### config.mk
export PLATFORM = sky130hd
export DESIGN_NAME = ipv4_dotted_quad_parser
export DESIGN_NICKNAME = d
export VERILOG_FILES = /design/src/rtl/ipv4dq_pkg.sv /design/src/rtl/ipv4dq_core.sv /design/src/rtl/ipv4_dotted_quad_parser.sv
export SDC_FILE = /design/constraint.sdc
export NUM_CORES = 1
export LEC_CHECK = 0
export BUFFER_PORTS_ARGS = -buffer_cell sky130_fd_sc_hd__buf_4
export CORE_UTILIZATION = 56
export CTS_BUF_LIST = sky130_fd_sc_hd__clkbuf_8
export CTS_CLUSTER_SIZE = 16
export DETAILED_ROUTE_END_ITERATION = 12
export GPL_TIMING_DRIVEN = 0
export PLACE_DENSITY = 0.77
export SETUP_SLACK_MARGIN = 0.5
export SLEW_MARGIN = 20
export SYNTH_ARGS = -nofsm -noshare
export SYNTH_HDL_FRONTEND = slang
export SYNTH_SLANG_ARGS = --single-unit
### constraint.sdc
create_clock -name clock -period 4.7 [get_ports clock]
set_input_delay 0.47 -clock clock [delete_from_list [all_inputs] [get_ports clock]]
set_output_delay 0.47 -clock clock [all_outputs]
set_load 0.02 [all_outputs]
### src/rtl/ipv4dq_pkg.sv
`timescale 1ns / 1ps
// ----------------------------------------------------------------------------
// ipv4dq_pkg
// Types and constants shared by the dotted-quad address parser modules.
// ----------------------------------------------------------------------------
package ipv4dq_pkg;

   localparam int CHAR_W   = 8;
   localparam int STATUS_W = 2;
   localparam int ADDR_W   = 32;
   localparam int ACCUM_W  = 9;
   localparam int WIDE_W   = 12;
   localparam int COUNT_W  = 3;
   localparam int BUDGET_W = 6;
   localparam int OCTETS   = 4;
   localparam int RSP_W    = 40;

   localparam logic [CHAR_W-1:0]   CHAR_NUL   = 8'h00;
   localparam logic [CHAR_W-1:0]   CHAR_DOT   = 8'h2e;
   localparam logic [CHAR_W-1:0]   CHAR_ZERO  = 8'h30;
   localparam logic [CHAR_W-1:0]   CHAR_NINE  = 8'h39;
   localparam logic [ACCUM_W-1:0]  OCTET_MAX  = 9'd255;
   localparam logic [ACCUM_W-1:0]  OCTET_SAT  = 9'd256;
   localparam logic [COUNT_W-1:0]  OCTETS_NEEDED = 3'd4;

   typedef enum logic [STATUS_W-1:0] {
      ST_OK       = 2'd0,
      ST_BAD      = 2'd1,
      ST_NONDIGIT = 2'd2
   } status_type;

   typedef struct packed {
      logic              valid;
      status_type        status;
      logic [ADDR_W-1:0] address;
   } result_type;

endpackage

### src/rtl/ipv4dq_core.sv
`timescale 1ns / 1ps
// ----------------------------------------------------------------------------
// ipv4dq_core
// Parser state and the per-character update: octet accumulator, octet count,
// digit/dot budget, packed address and skip-to-terminator flag.
// ----------------------------------------------------------------------------
module ipv4dq_core
   import ipv4dq_pkg::*;
#(
   parameter int CHAR_BUDGET = 32
) (
   input  logic              clock,
   input  logic              reset,
   input  logic              beat_in,
   input  logic [CHAR_W-1:0] char_in,
   output result_type        result
);

   localparam logic [BUDGET_W-1:0] BUDGET_INIT = BUDGET_W'(CHAR_BUDGET);

   logic [COUNT_W-1:0]  count_ff,  count_in;
   logic [ACCUM_W-1:0]  accum_ff,  accum_in;
   logic [BUDGET_W-1:0] budget_ff, budget_in;
   logic [ADDR_W-1:0]   packed_ff, packed_in;
   logic                skip_ff,   skip_in;

   logic                is_nul, is_dot, is_digit, budget_ok;
   logic [WIDE_W-1:0]   wide_sum;
   logic [ADDR_W-1:0]   packed_new;
   logic [COUNT_W-1:0]  count_new;
   logic                finish;

   always_comb begin
      is_nul    = (char_in == CHAR_NUL);
      is_dot    = (char_in == CHAR_DOT);
      is_digit  = (char_in >= CHAR_ZERO) && (char_in <= CHAR_NINE);
      budget_ok = (budget_ff > BUDGET_W'(1));
      wide_sum  = (WIDE_W'(accum_ff) << 3) + (WIDE_W'(accum_ff) << 1)
                + WIDE_W'(char_in - CHAR_ZERO);
      count_new = count_ff + COUNT_W'(1);
      packed_new = packed_ff;
      for (int i = 0; i < OCTETS; i++) begin
         if (count_ff[1:0] == 2'(i)) begin
            packed_new[8*i +: 8] = packed_ff[8*i +: 8] | accum_ff[7:0];
         end
      end

      count_in       = count_ff;
      accum_in       = accum_ff;
      budget_in      = budget_ff;
      packed_in      = packed_ff;
      skip_in        = skip_ff;
      finish         = 1'b0;
      result.valid   = 1'b0;
      result.status  = ST_OK;
      result.address = '0;

      if (skip_ff) begin
         if (is_nul) begin
            skip_in = 1'b0;
         end
      end else if (!is_dot && !is_nul) begin
         if (!is_digit) begin
            finish        = 1'b1;
            result.status = ST_NONDIGIT;
         end else if (!budget_ok) begin
            finish        = 1'b1;
            result.status = ST_BAD;
         end else begin
            budget_in = budget_ff - BUDGET_W'(1);
            accum_in  = (wide_sum > WIDE_W'(OCTET_SAT)) ? OCTET_SAT : wide_sum[ACCUM_W-1:0];
         end
      end else if (accum_ff > OCTET_MAX) begin
         finish        = 1'b1;
         result.status = ST_BAD;
      end else if (is_nul) begin
         finish = 1'b1;
         if (count_new != OCTETS_NEEDED) begin
            result.status = ST_BAD;
         end else begin
            result.address = packed_new;
         end
      end else if (!budget_ok) begin
         finish        = 1'b1;
         result.status = ST_BAD;
      end else if (count_new >= OCTETS_NEEDED) begin
         finish         = 1'b1;
         result.address = packed_new;
      end else begin
         count_in  = count_new;
         accum_in  = '0;
         budget_in = budget_ff - BUDGET_W'(1);
         packed_in = packed_new;
      end

      if (finish) begin
         result.valid = 1'b1;
         count_in     = '0;
         accum_in     = '0;
         budget_in    = BUDGET_INIT;
         packed_in    = '0;
         skip_in      = !is_nul;
      end
      result.valid = result.valid && beat_in;
   end

   always_ff @(posedge clock) begin
      if (reset) begin
         count_ff  <= '0;
         accum_ff  <= '0;
         budget_ff <= BUDGET_INIT;
         packed_ff <= '0;
         skip_ff   <= 1'b0;
      end else if (beat_in) begin
         count_ff  <= count_in;
         accum_ff  <= accum_in;
         budget_ff <= budget_in;
         packed_ff <= packed_in;
         skip_ff   <= skip_in;
      end
   end

   a_count_open: assert property (@(posedge clock) disable iff (reset)
      count_ff < OCTETS_NEEDED)
      else $error("octet count reached four without a result");

   a_accum_sat: assert property (@(posedge clock) disable iff (reset)
      accum_ff <= OCTET_SAT)
      else $error("octet accumulator above saturation value");

   a_skip_clean: assert property (@(posedge clock) disable iff (reset)
      skip_ff |-> (count_ff == '0) && (accum_ff == '0) && (packed_ff == '0))
      else $error("parser state not cleared while skipping");

endmodule

### src/rtl/ipv4_dotted_quad_parser.sv
`timescale 1ns / 1ps
// ----------------------------------------------------------------------------
// ipv4_dotted_quad_parser
// Parses a NUL-terminated dotted-decimal IPv4 string, one character per beat,
// into a packed 32-bit address with a status code.
// ----------------------------------------------------------------------------
// One character is taken per clock cycle while req_tready is high; each beat
// updates the parser state registers. A string gives exactly one result beat:
// an error at the first fault, or success once the fourth octet closes. The
// result is registered, in the skid register if the result register is full.
// A two-entry output buffer (result register plus skid register) lets input
// continue while a result waits; req_tready drops only when both entries are
// full. After a result, characters up to and including the NUL are dropped.
// ----------------------------------------------------------------------------
module ipv4_dotted_quad_parser
   import ipv4dq_pkg::*;
#(
   parameter int CHAR_BUDGET = 32
) (
   input  logic             clock,
   input  logic             reset,
   input  logic             req_tvalid,
   output logic             req_tready,
   input  logic [7:0]       req_tdata,   // [7:0] char_in
   output logic             rsp_tvalid,
   input  logic             rsp_tready,
   output logic [RSP_W-1:0] rsp_tdata    // [1:0] status, [33:2] address
);

   result_type step_result;
   logic       beat;
   logic       pop;

   logic              out_valid_ff, out_valid_in;
   status_type        out_status_ff, out_status_in;
   logic [ADDR_W-1:0] out_addr_ff, out_addr_in;
   logic              skid_valid_ff, skid_valid_in;
   status_type        skid_status_ff, skid_status_in;
   logic [ADDR_W-1:0] skid_addr_ff, skid_addr_in;

   assign req_tready = !skid_valid_ff;
   assign beat       = req_tvalid && req_tready;
   assign pop        = out_valid_ff && rsp_tready;

   ipv4dq_core #(
      .CHAR_BUDGET (CHAR_BUDGET)
   ) u_core (
      .clock   (clock),
      .reset   (reset),
      .beat_in (beat),
      .char_in (req_tdata),
      .result  (step_result)
   );

   always_comb begin
      out_valid_in   = out_valid_ff;
      out_status_in  = out_status_ff;
      out_addr_in    = out_addr_ff;
      skid_valid_in  = skid_valid_ff;
      skid_status_in = skid_status_ff;
      skid_addr_in   = skid_addr_ff;
      if (!out_valid_ff || pop) begin
         if (skid_valid_ff) begin
            out_valid_in   = 1'b1;
            out_status_in  = skid_status_ff;
            out_addr_in    = skid_addr_ff;
            skid_valid_in  = step_result.valid;
            skid_status_in = step_result.status;
            skid_addr_in   = step_result.address;
         end else begin
            out_valid_in  = step_result.valid;
            out_status_in = step_result.status;
            out_addr_in   = step_result.address;
         end
      end else if (step_result.valid) begin
         skid_valid_in  = 1'b1;
         skid_status_in = step_result.status;
         skid_addr_in   = step_result.address;
      end
   end

   always_ff @(posedge clock) begin
      if (reset) begin
         out_valid_ff  <= 1'b0;
         skid_valid_ff <= 1'b0;
      end else begin
         out_valid_ff  <= out_valid_in;
         skid_valid_ff <= skid_valid_in;
      end
      out_status_ff  <= out_status_in;
      out_addr_ff    <= out_addr_in;
      skid_status_ff <= skid_status_in;
      skid_addr_ff   <= skid_addr_in;
   end

   assign rsp_tvalid = out_valid_ff;
   assign rsp_tdata  = {{(RSP_W - ADDR_W - STATUS_W){1'b0}}, out_addr_ff, out_status_ff};

   a_skid_behind_out: assert property (@(posedge clock) disable iff (reset)
      skid_valid_ff |-> out_valid_ff)
      else $error("skid entry held with empty result register");

   a_error_zero_addr: assert property (@(posedge clock) disable iff (reset)
      out_valid_ff && (out_status_ff != ST_OK) |-> out_addr_ff == '0)
      else $error("error result carries a nonzero address");

   a_no_result_lost: assert property (@(posedge clock) disable iff (reset)
      step_result.valid |-> !skid_valid_ff)
      else $error("result produced with no buffer space");

   a_result_order: assert property (@(posedge clock) disable iff (reset)
      skid_valid_ff && pop |=> out_valid_ff && out_addr_ff == $past(skid_addr_ff))
      else $error("skid entry not advanced to result register");

endmodule
Yosys cells after proc, flatten, opt, wreduce, memory -nomap -nowiden. Cells that the tools add are included.

Register bits: 121. Input port bits: 12. Logic and storage cells: 131. Output and inout bits: 42.

Bitwise gates (word level): 4. $add $sub $neg: 5. Reduce and logical (&&, ||, !) cells: 17. Magnitude comparators: 6. Equal/unequal tests: 15. Muxes and demuxes: 73.

Operators with widths (number): two-way mux 32 bit (16); two-way mux 9 bit (10); two-way mux 34 bit (2); two-way mux 6 bit (9); two-way mux 8 bit (4); bitwise OR 8 bit (4); two-way mux 3 bit (7); two-way mux 1 bit (18); two-way mux 2 bit (7); AND reduction 7 bit (2); adder 12 x 10 -> 12 bit (1); adder 12 bit (1); greater-than comparator 12 x 9 -> 1 bit, second input constant (1); greater-than comparator 9 x 8 -> 1 bit, second input constant (1); != test 3 x 1 -> 1 bit, second input constant (3); subtractor 8 x 6 -> 9 bit, second input constant (1); == test 8 x 6 -> 1 bit, second input constant (1); greater-or-equal comparator 8 x 6 -> 1 bit, second input constant (1); less-or-equal comparator 8 x 6 -> 1 bit, second input constant (1); logical NOT 8 bit (1); greater-than comparator 6 x 1 -> 1 bit, second input constant (1); != test 2 x 1 -> 1 bit, second input constant (3); != test 2 bit, second input constant (3); != test 3 bit, second input constant (2); 11 further kinds (20).

Logic depth before layout (Yosys ltp). Gate-level depths: netlist of run 1.

Depth after elaboration: 12. Mapped depth: 12. Mapped depth without buffers: 12.

By module. From an unflattened synthesis of run 1, not the netlist that was laid out.

Cells, all modules: 500. Area total of the unflattened synthesis: 5659.2 um^2.

Modules (own cells, without submodules): ipv4dq_core (cells each 374, area an instance 3034.2 um^2, instances 1, seq. area each 1021.0 um^2); ipv4_dotted_quad_parser (cells each 126, area an instance 2625.0 um^2, instances 1, seq. area each 2082.0 um^2).

Worst setup path before layout of run 1. Ideal clock, no wire load.

Path type: input to register. Start point: input rsp_tready. End point: register skid_addr_ff[0], enable pin. Buffers on the path: 0. Slack: 0.180 ns. Stages on the path: 2. Data arrival time: 4.044 ns. Path through: nand2b_1 -> o31ai_1.

Longest elaborated chain between the ends: 4.

Ends and longest elaborated chain: from (decl) (line ipv4_dotted_quad_parser.sv:26) `input logic rsp_tready,`; logical AND 1 bit * (line ipv4_dotted_quad_parser.sv:43) `assign pop = out_valid_ff && rsp_tready;`; logical OR 1 bit * (line ipv4_dotted_quad_parser.sv:62) `if (!out_valid_ff || pop) begin`; != test 2 bit (no source line) / nonzero test 2 bit (equally long branches); AND reduction 2 bit (no source line) *; to (signal assigned) (line ipv4_dotted_quad_parser.sv:93) `skid_addr_ff <= skid_addr_in;`; to (decl) (line ipv4_dotted_quad_parser.sv:39) `logic [ADDR_W-1:0] skid_addr_ff, skid_addr_in;`.

Mark *: on every way between the ends. The rest lies on a longest branch, timed or not. A chain may end at the register's enable or synchronous reset.

Worst setup path in the final report of run 1.
Start point: register u_core.accum_ff[1]. End point: register u_core.accum_ff[8].

Longest elaborated chain between the ends: 9.

Ends and longest elaborated chain: from (decl) (line ipv4dq_core.sv:22) `logic [ACCUM_W-1:0] accum_ff, accum_in;`; from (signal assigned) (line ipv4dq_core.sv:116) `accum_ff <= accum_in;`; adder 12 x 10 -> 12 bit (line ipv4dq_core.sv:38) `wide_sum = (WIDE_W'(accum_ff) << 3) + (WIDE_W'(accum_ff) << 1)`; adder 12 bit (line ipv4dq_core.sv:39) `+ WIDE_W'(char_in - CHAR_ZERO);`; greater-than comparator 12 x 9 -> 1 bit (line ipv4dq_core.sv:71) `accum_in = (wide_sum > WIDE_W'(OCTET_SAT)) ? OCTET_SAT : wide_sum[ACCUM_W-1:0];`; two-way mux 9 bit (line ipv4dq_core.sv:71); two-way mux 9 bit (line ipv4dq_core.sv:66) `end else if (!budget_ok) begin`; two-way mux 9 bit (line ipv4dq_core.sv:63) `if (!is_digit) begin`; two-way mux 9 bit (line ipv4dq_core.sv:62) `end else if (!is_dot && !is_nul) begin`; two-way mux 9 bit (line ipv4dq_core.sv:58) `if (skip_ff) begin`; two-way mux 9 bit (line ipv4dq_core.sv:96) `if (finish) begin`.

Several ways; a longest one is shown, not always the timed one. The select of a mux whose other input is x is not followed.

==> flow_summary.ini, run 1 <==
[outcome]
status = completed

[final_layout]
ff_latch_area_um2 = 3103
multi_input_area_um2 = 2671
drive_gt1_frac = 0.1570
mostFrequentLayoutCells = nand2_1 (84), a21oi_1 (77), edfxtp_1 (68), nor2_1 (54), dfxtp_1 (53)
final_nets = 736
fin_util = 0.6820
area_growth_syn_to_layout_pct = 17.17
diodes = 0
fillers = 804
final_common_cell = nand2_1

[floorplanning]
io_pins = 54
coreArea_um2 = 10420
die_h_um = 106.1
fp.dieArea_um2 = 11250
std_cell_rows = 37
die_x_um = 106.1
start_util = 0.5821

[power_and_ir_drop]
p_sw_mw = 0.5921
clkPwrFrac = 0.429
p_leak_nw = 2.643
powerDensity_nw_per_um2 = 331.1
internal_power_mw = 1.760
swShare = 0.2518
seq_power_share = 0.486
vdd_ir_drop_max_mv = 0.1671
pwr-share-comb = 0.085

[setup_path]
startpoint = u_core.accum_ff[1]
worstSetupPathType = reg2reg
reg2reg_from = u_core.accum_ff[1]
crit_path_frequent_cell = inv_1
cp_slowest_stage_delay_ps = 530
path_cells = clkbuf_1, inv_1, fa_1, inv_1, ha_1, nor2b_1, o31ai_1, a21oi_1, o311ai_2, nand4b_1, a21o_1
crit_slowest_cell = fa_1
endpoint_kind = flop
arrival_ps = 4060
path_max_fanout = 10
cp-start-kind = flop
crit_required_ps = 5040

[global_routing]
track_usage = 0.2608
antenna_found_initial = 0
grt_pass1_vias = 4612
grt_overflow_total = 0
grt_pass1_wl_um = 22540
grt_max_degree = 29

[route]
drt_iter0_drc = 372
vias_per_cell = 5.861
wl_met3_um = 723
vias = 4941
wl_um = 13810
wl_met2_um = 6843
wl_per_cell_um = 16.39
drtPass1Iterations = 5
route.detailed.drc = 0
drt.antenna.violating_nets = 0
highest_layer = met4
m1WireLength_um = 5883

[sta]
setup_viol = 0
fin_tns_setup_ps = 0
worst_slew_pin_slew_ps = 685.1
drv_slew = 0
fmax_mhz = 268.3
period_needed_ps = 3728
clock_skew_ps = 10.39
relSlewSlack = 0.5433
post-route-period-util = 0.7931
hold_viol = 0
rsz0062_at_grt = no

[logic_synthesis]
netlist.area_leader.share = 0.3368
ys.flop_type = edfxtp_1
syn_area_per_cell_um2 = 9.764
netlist_area_um2 = 6063
synth_cell_types = 60
yosys_register_bits = 121
ys_seq_area_frac = 0.5118
synth_area_leaders = edfxtp_1 (34%), dfxtp_1 (17%), a21oi_1 (6.4%)
postSynthCellCount = 621
synth.yosys.warnings = 0
synth_area_leader_cell = edfxtp_1
async_flop_share = 0
synth-edff-count = 68

[min_path]
holdCritStartpoint = req_tdata[0]
hp-class = in2reg

[clocking]
cts_buffers = 17
ctsRootBufferMaster = clkbuf_8
htree_levels = 4
clockBufferDepth = 2
clk_latency_ps = 440
post_cts_resized = 0
cts_tree = done
path_clk_slew_ps = 70
postCtsSetupRepairBufs = 0
cts.sinks = 121
cts_hold_buf = 0

[placement]
gp_congestion = 0.8775
port_buffers = 46
dpl.hpwl_um = 9914

[job]
cap_viol_max_count = 0
[final cells by class]
| type | instances | share of cell area |
|---|---|---|
| Clock buffer | 18 | 0.03487 |
| Clock inverter | 14 | 0.02659 |
| Tap cell | 136 | 0.02395 |
| Sequential cell | 121 | 0.4368 |
| Timing Repair Buffer | 49 | 0.05618 |
| Inverter | 28 | 0.01479 |
| Buffer | 50 | 0.03082 |
| Multi-Input combinational cell | 427 | 0.3760 |
[kinds of logic (layout without fill, tap and decap cells)]
logic type,count (synthesis),in the layout,synth area share
other,1,6,0.0006185
XOR/XNOR,12,12,0.01733
buffers and inverters,78,159,0.05344
AND/OR/NAND/NOR,189,189,0.1451
flip-flops,121,121,0.5118
adder cells (fa/ha/maj),30,30,0.07181
AO/OA/AOI/OAI,190,190,0.2000
[synthesized netlist by cell type, drive strengths merged (12+ instances only)]
master,count
o31ai,41
nor2,55
a21oi,78
ha,22
dfxtp,53
edfxtp,68
inv,28
nand2,84
buf,17
nand3,12
o21ai,40
clkbuf,33
[state kept, by name (all words and copies together) (netlist names)]
register          flops
out_addr_ff          32
skid_addr_ff         32
u_core.packed_ff     32
u_core.accum_ff       9
u_core.budget_ff      6
u_core.count_ff       3
out_status_ff         2
skid_status_ff        2
rsp_tvalid            1
skid_valid_ff         1
u_core.skip_ff        1
[critical path: cells and delay by family, from the launching register on]
kind	cells	cell delay (ps)
buffers and inverters	3	690
AND/OR/NAND/NOR	2	460
adder cells (fa/ha/maj)	2	860
flip-flops	1	360
AO/OA/AOI/OAI	4	1250
[per-stage QoR]
| step | power, mW | std cells | setup WS (ps) | instance area, um2 | hold WS [ps] |
|---|---|---|---|---|---|
| finish | 2.352 | 843 | 972.4 | 7104 | 332.2 |
| global route | 2.427 | 843 | 686.1 | 7104 | 348.5 |
| CTS | 2.358 | 843 | 1031 | 7104 | 325.9 |
| detailed placement | 1.365 | 811 | 756.6 | 6668 | 448.3 |
| global placement | 1.354 | 808 | 237.8 | 6603 | 440.1 |
| floorplan | 1.295 | 626 | 1220 | 6087 | 430.3 |
[path summary, 6_finish.rpt]
check,cells past startpoint,slack (ps),endpoint
worst min register to register,2,470,u_core.count_ff[2]
worst min-delay path,3,330,u_core.accum_ff[0]
worst max register to register,11,970,u_core.accum_ff[8]
worst max-delay path,11,970,u_core.accum_ff[8]
[layer usage]
metal  global-route usage  vias up
li1                     -     2357
met4               0.1111        0
met5                    0        -
met2               0.4374      200
met1               0.3287     2345
met3              0.05212       39
[power by group through the flow]
stage	sequential [mW]	clock, mW	combinational [mW]
6_report	1.14	1.01	0.199
5_1_grt	1.15	1.06	0.217
4_1_cts	1.14	1.02	0.198
3_5_place_dp	1.17	0	0.197
3_3_place_gp	1.17	0	0.186
2_1_floorplan	1.19	0	0.106
Power figures use the tool's default switching activity.
==> inputs of run 2 (changes only) <==
Settings changed: ABC_AREA set to 1, CORE_UTILIZATION 56 to 62, PLACE_DENSITY 0.77 to 0.81.
Clock period 4.7 ns to 3.45 ns, I/O delays scaled along.
==> run 2 against run 1 <==
Maximum frequency is 34% higher. Count of clock-buffer cells in the layout is 1 lower. Cell area is 0.72% higher. Cell count is 9.5% higher. Clock power is 27% higher. Critical path type unchanged. Critical endpoint is now u_core.accum_ff[6].
==> flow_summary.ini, run 2 <==
[logic_synthesis]
yosys-top-cells-count = nor2_1 (129), nand2_1 (111), a21oi_1 (74), edfxtp_1 (68), inv_1 (60)
synth_most_common_cell = nor2_1
ys_seq_area_frac = 0.5083
synth_cell_types = 38
postSynthCellCount = 709
synth.yosys.warnings = 0
synth_area_leader_cell = edfxtp_1
yosys_register_bits = 121
syn_area_per_cell_um2 = 8.610
ys.flop_type = edfxtp_1
synth-edff-count = 68
synth_area_leaders = edfxtp_1 (33%), dfxtp_1 (17%), nor2_1 (7.9%)
netlist_area_um2 = 6105
async_flop_share = 0
netlist.area_leader.share = 0.3345

[global_routing]
grt_pass1_wl_um = 22880
grt_max_degree = 35
grt_overflow_total = 0
track_usage = 0.2920
grt_pass1_vias = 5043
antenna_found_initial = 0

[final_layout]
fillers = 681
diodes = 0
mostFrequentLayoutCells = nor2_1 (129), nand2_1 (110), a21oi_1 (72), edfxtp_1 (68), inv_1 (60)
largestRegisters = out_addr_ff x32, skid_addr_ff x32, u_core.packed_ff x32
drive_gt1_frac = 0.1952
final_common_cell = nor2_1
area_growth_syn_to_layout_pct = 17.22
final_nets = 823

[sta]
period_needed_ps = 2776
worst_slack_ps = 674.5
fin_tns_setup_ps = 0
post-route-period-util = 0.8045
drv_slew = 0
clock_skew_ps = 10.46
setup_viol = 0
fmax_mhz = 360.3
rsz0062_at_grt = no
hold_viol = 0

[route]
drtPass1Iterations = 5
highest_layer = met4
wl_met3_um = 718
wl_per_cell_um = 14.95
vias = 5050
wl_met2_um = 7028
vias_per_cell = 5.471
route.detailed.drc = 0
wl_um = 13800
drt.antenna.violating_nets = 0
drt_iter0_drc = 312
m1WireLength_um = 5699

[job]
cap_viol_max_count = 0

[outcome]
status = completed

[power_and_ir_drop]
p_leak_nw = 2.989
vdd_ir_drop_max_mv = 0.2634
powerDensity_nw_per_um2 = 462.1

[setup_path]
endpoint_kind = flop
path_max_fanout = 8
crit_required_ps = 3810
worstSetupPathType = reg2reg
r2r_slack_ps = 670
arrival_ps = 3130
cp-start-kind = flop

[placement]
port_buffers = 46
dpl.hpwl_um = 9715
gp_congestion = 0.8756
dp_slack_ps = -45.88

[floorplanning]
io_pins = 54
coreArea_um2 = 9371
fp.dieArea_um2 = 10250
die_x_um = 101.2
start_util = 0.6514
std_cell_rows = 35
die_h_um = 101.2

[clocking]
cts.sinks = 121
postCtsSetupRepairBufs = 0
clk_latency_ps = 440
ctsRootBufferMaster = clkbuf_8
htree_levels = 4
clockBufferDepth = 2
cts_tree = done
path_clk_slew_ps = 70
cts_buffers = 17

[min_path]
hp-class = in2reg
-- run 2: layout make-up --
| cell class | count | area (um2) | share of cell area |
|---|---|---|---|
| flip-flops and latches | 121 | 3127 | 0.4370 |
| clock buffers | 17 | 234.0 | 0.03270 |
| clock inverters | 15 | 165.2 | 0.02308 |
| well taps | 129 | 161.4 | 0.02256 |
| multi-input cells | 492 | 2653 | 0.3707 |
| plain buffers | 36 | 178.9 | 0.02500 |
| inverters | 65 | 244.0 | 0.03410 |
| repair buffers | 48 | 392.9 | 0.05490 |
-- run 2: final timing paths --
path,from,endpoint,cells after the start
worst max-delay path,u_core.accum_ff[0],u_core.accum_ff[6],15
worst min-delay path,req_tdata[0],u_core.accum_ff[0],3
worst max register to register,u_core.accum_ff[0],u_core.accum_ff[6],15
worst min register to register,u_core.packed_ff[11],u_core.packed_ff[11],2
-- run 2: timing repair --
action,CTS,global route
hold buffers,0,0
setup endpoints to repair,8,8
resized for setup,6,15
pin swaps,0,2
-- run 2: power breakdown --
part           total [mW]  leakage (nW)  internal (mW)  switching (mW)
Sequential           1.60          1.13           1.57          0.0342
Clock                1.28         0.203          0.658           0.621
Combinational       0.424          1.66          0.151           0.273
Total                3.31          2.99           2.38           0.928
-- run 2: worst max-delay path: stages, from the launching register on --
cell and delay, ps:
dfxtp_4 400, fa_1 590, inv_1 80, fa_2 570
inv_1 50, nor2_1 80, nand2_1 50, nor2_1 110
nand2_1 60, nor2_1 80, nand2_1 50, nand2_1 60
nand2_1 80, nor2_4 200, nand3_1 110, a21oi_1 140
-- run 2: routing by layer --
| layer | up-vias | track usage |
|---|---|---|
| met5 | - | 0 |
| met2 | 170 | 0.5071 |
| met4 | 0 | 0.1327 |
| met1 | 2386 | 0.3400 |
| li1 | 2458 | - |
| met3 | 36 | 0.07591 |
-- run 2: cells by family after synthesis --
logic type | synth area share
simple gates | 0.2574
flops | 0.5083
buf+inv | 0.06928
compound gates | 0.08301
fa+ha+maj | 0.07132
xor+xnor | 0.01004
other cells | 0.0006143
-- run 2: stage by stage --
step / utilization / instances / power [mW] / hold slack [ps] / instance area (um2)
after CTS: 0.7578 / 923 / 3.305 / 192.4 / 7102
final: 0.7636 / 923 / 3.307 / 207.0 / 7156
after global placement: 0.7079 / 889 / 2.020 / 439.4 / 6634
after global routing: 0.7636 / 923 / 3.424 / 207.9 / 7156
after detailed placement: 0.7140 / 891 / 2.045 / 446.5 / 6691
after floorplan: - / 714 / 1.913 / 430.3 / 6127
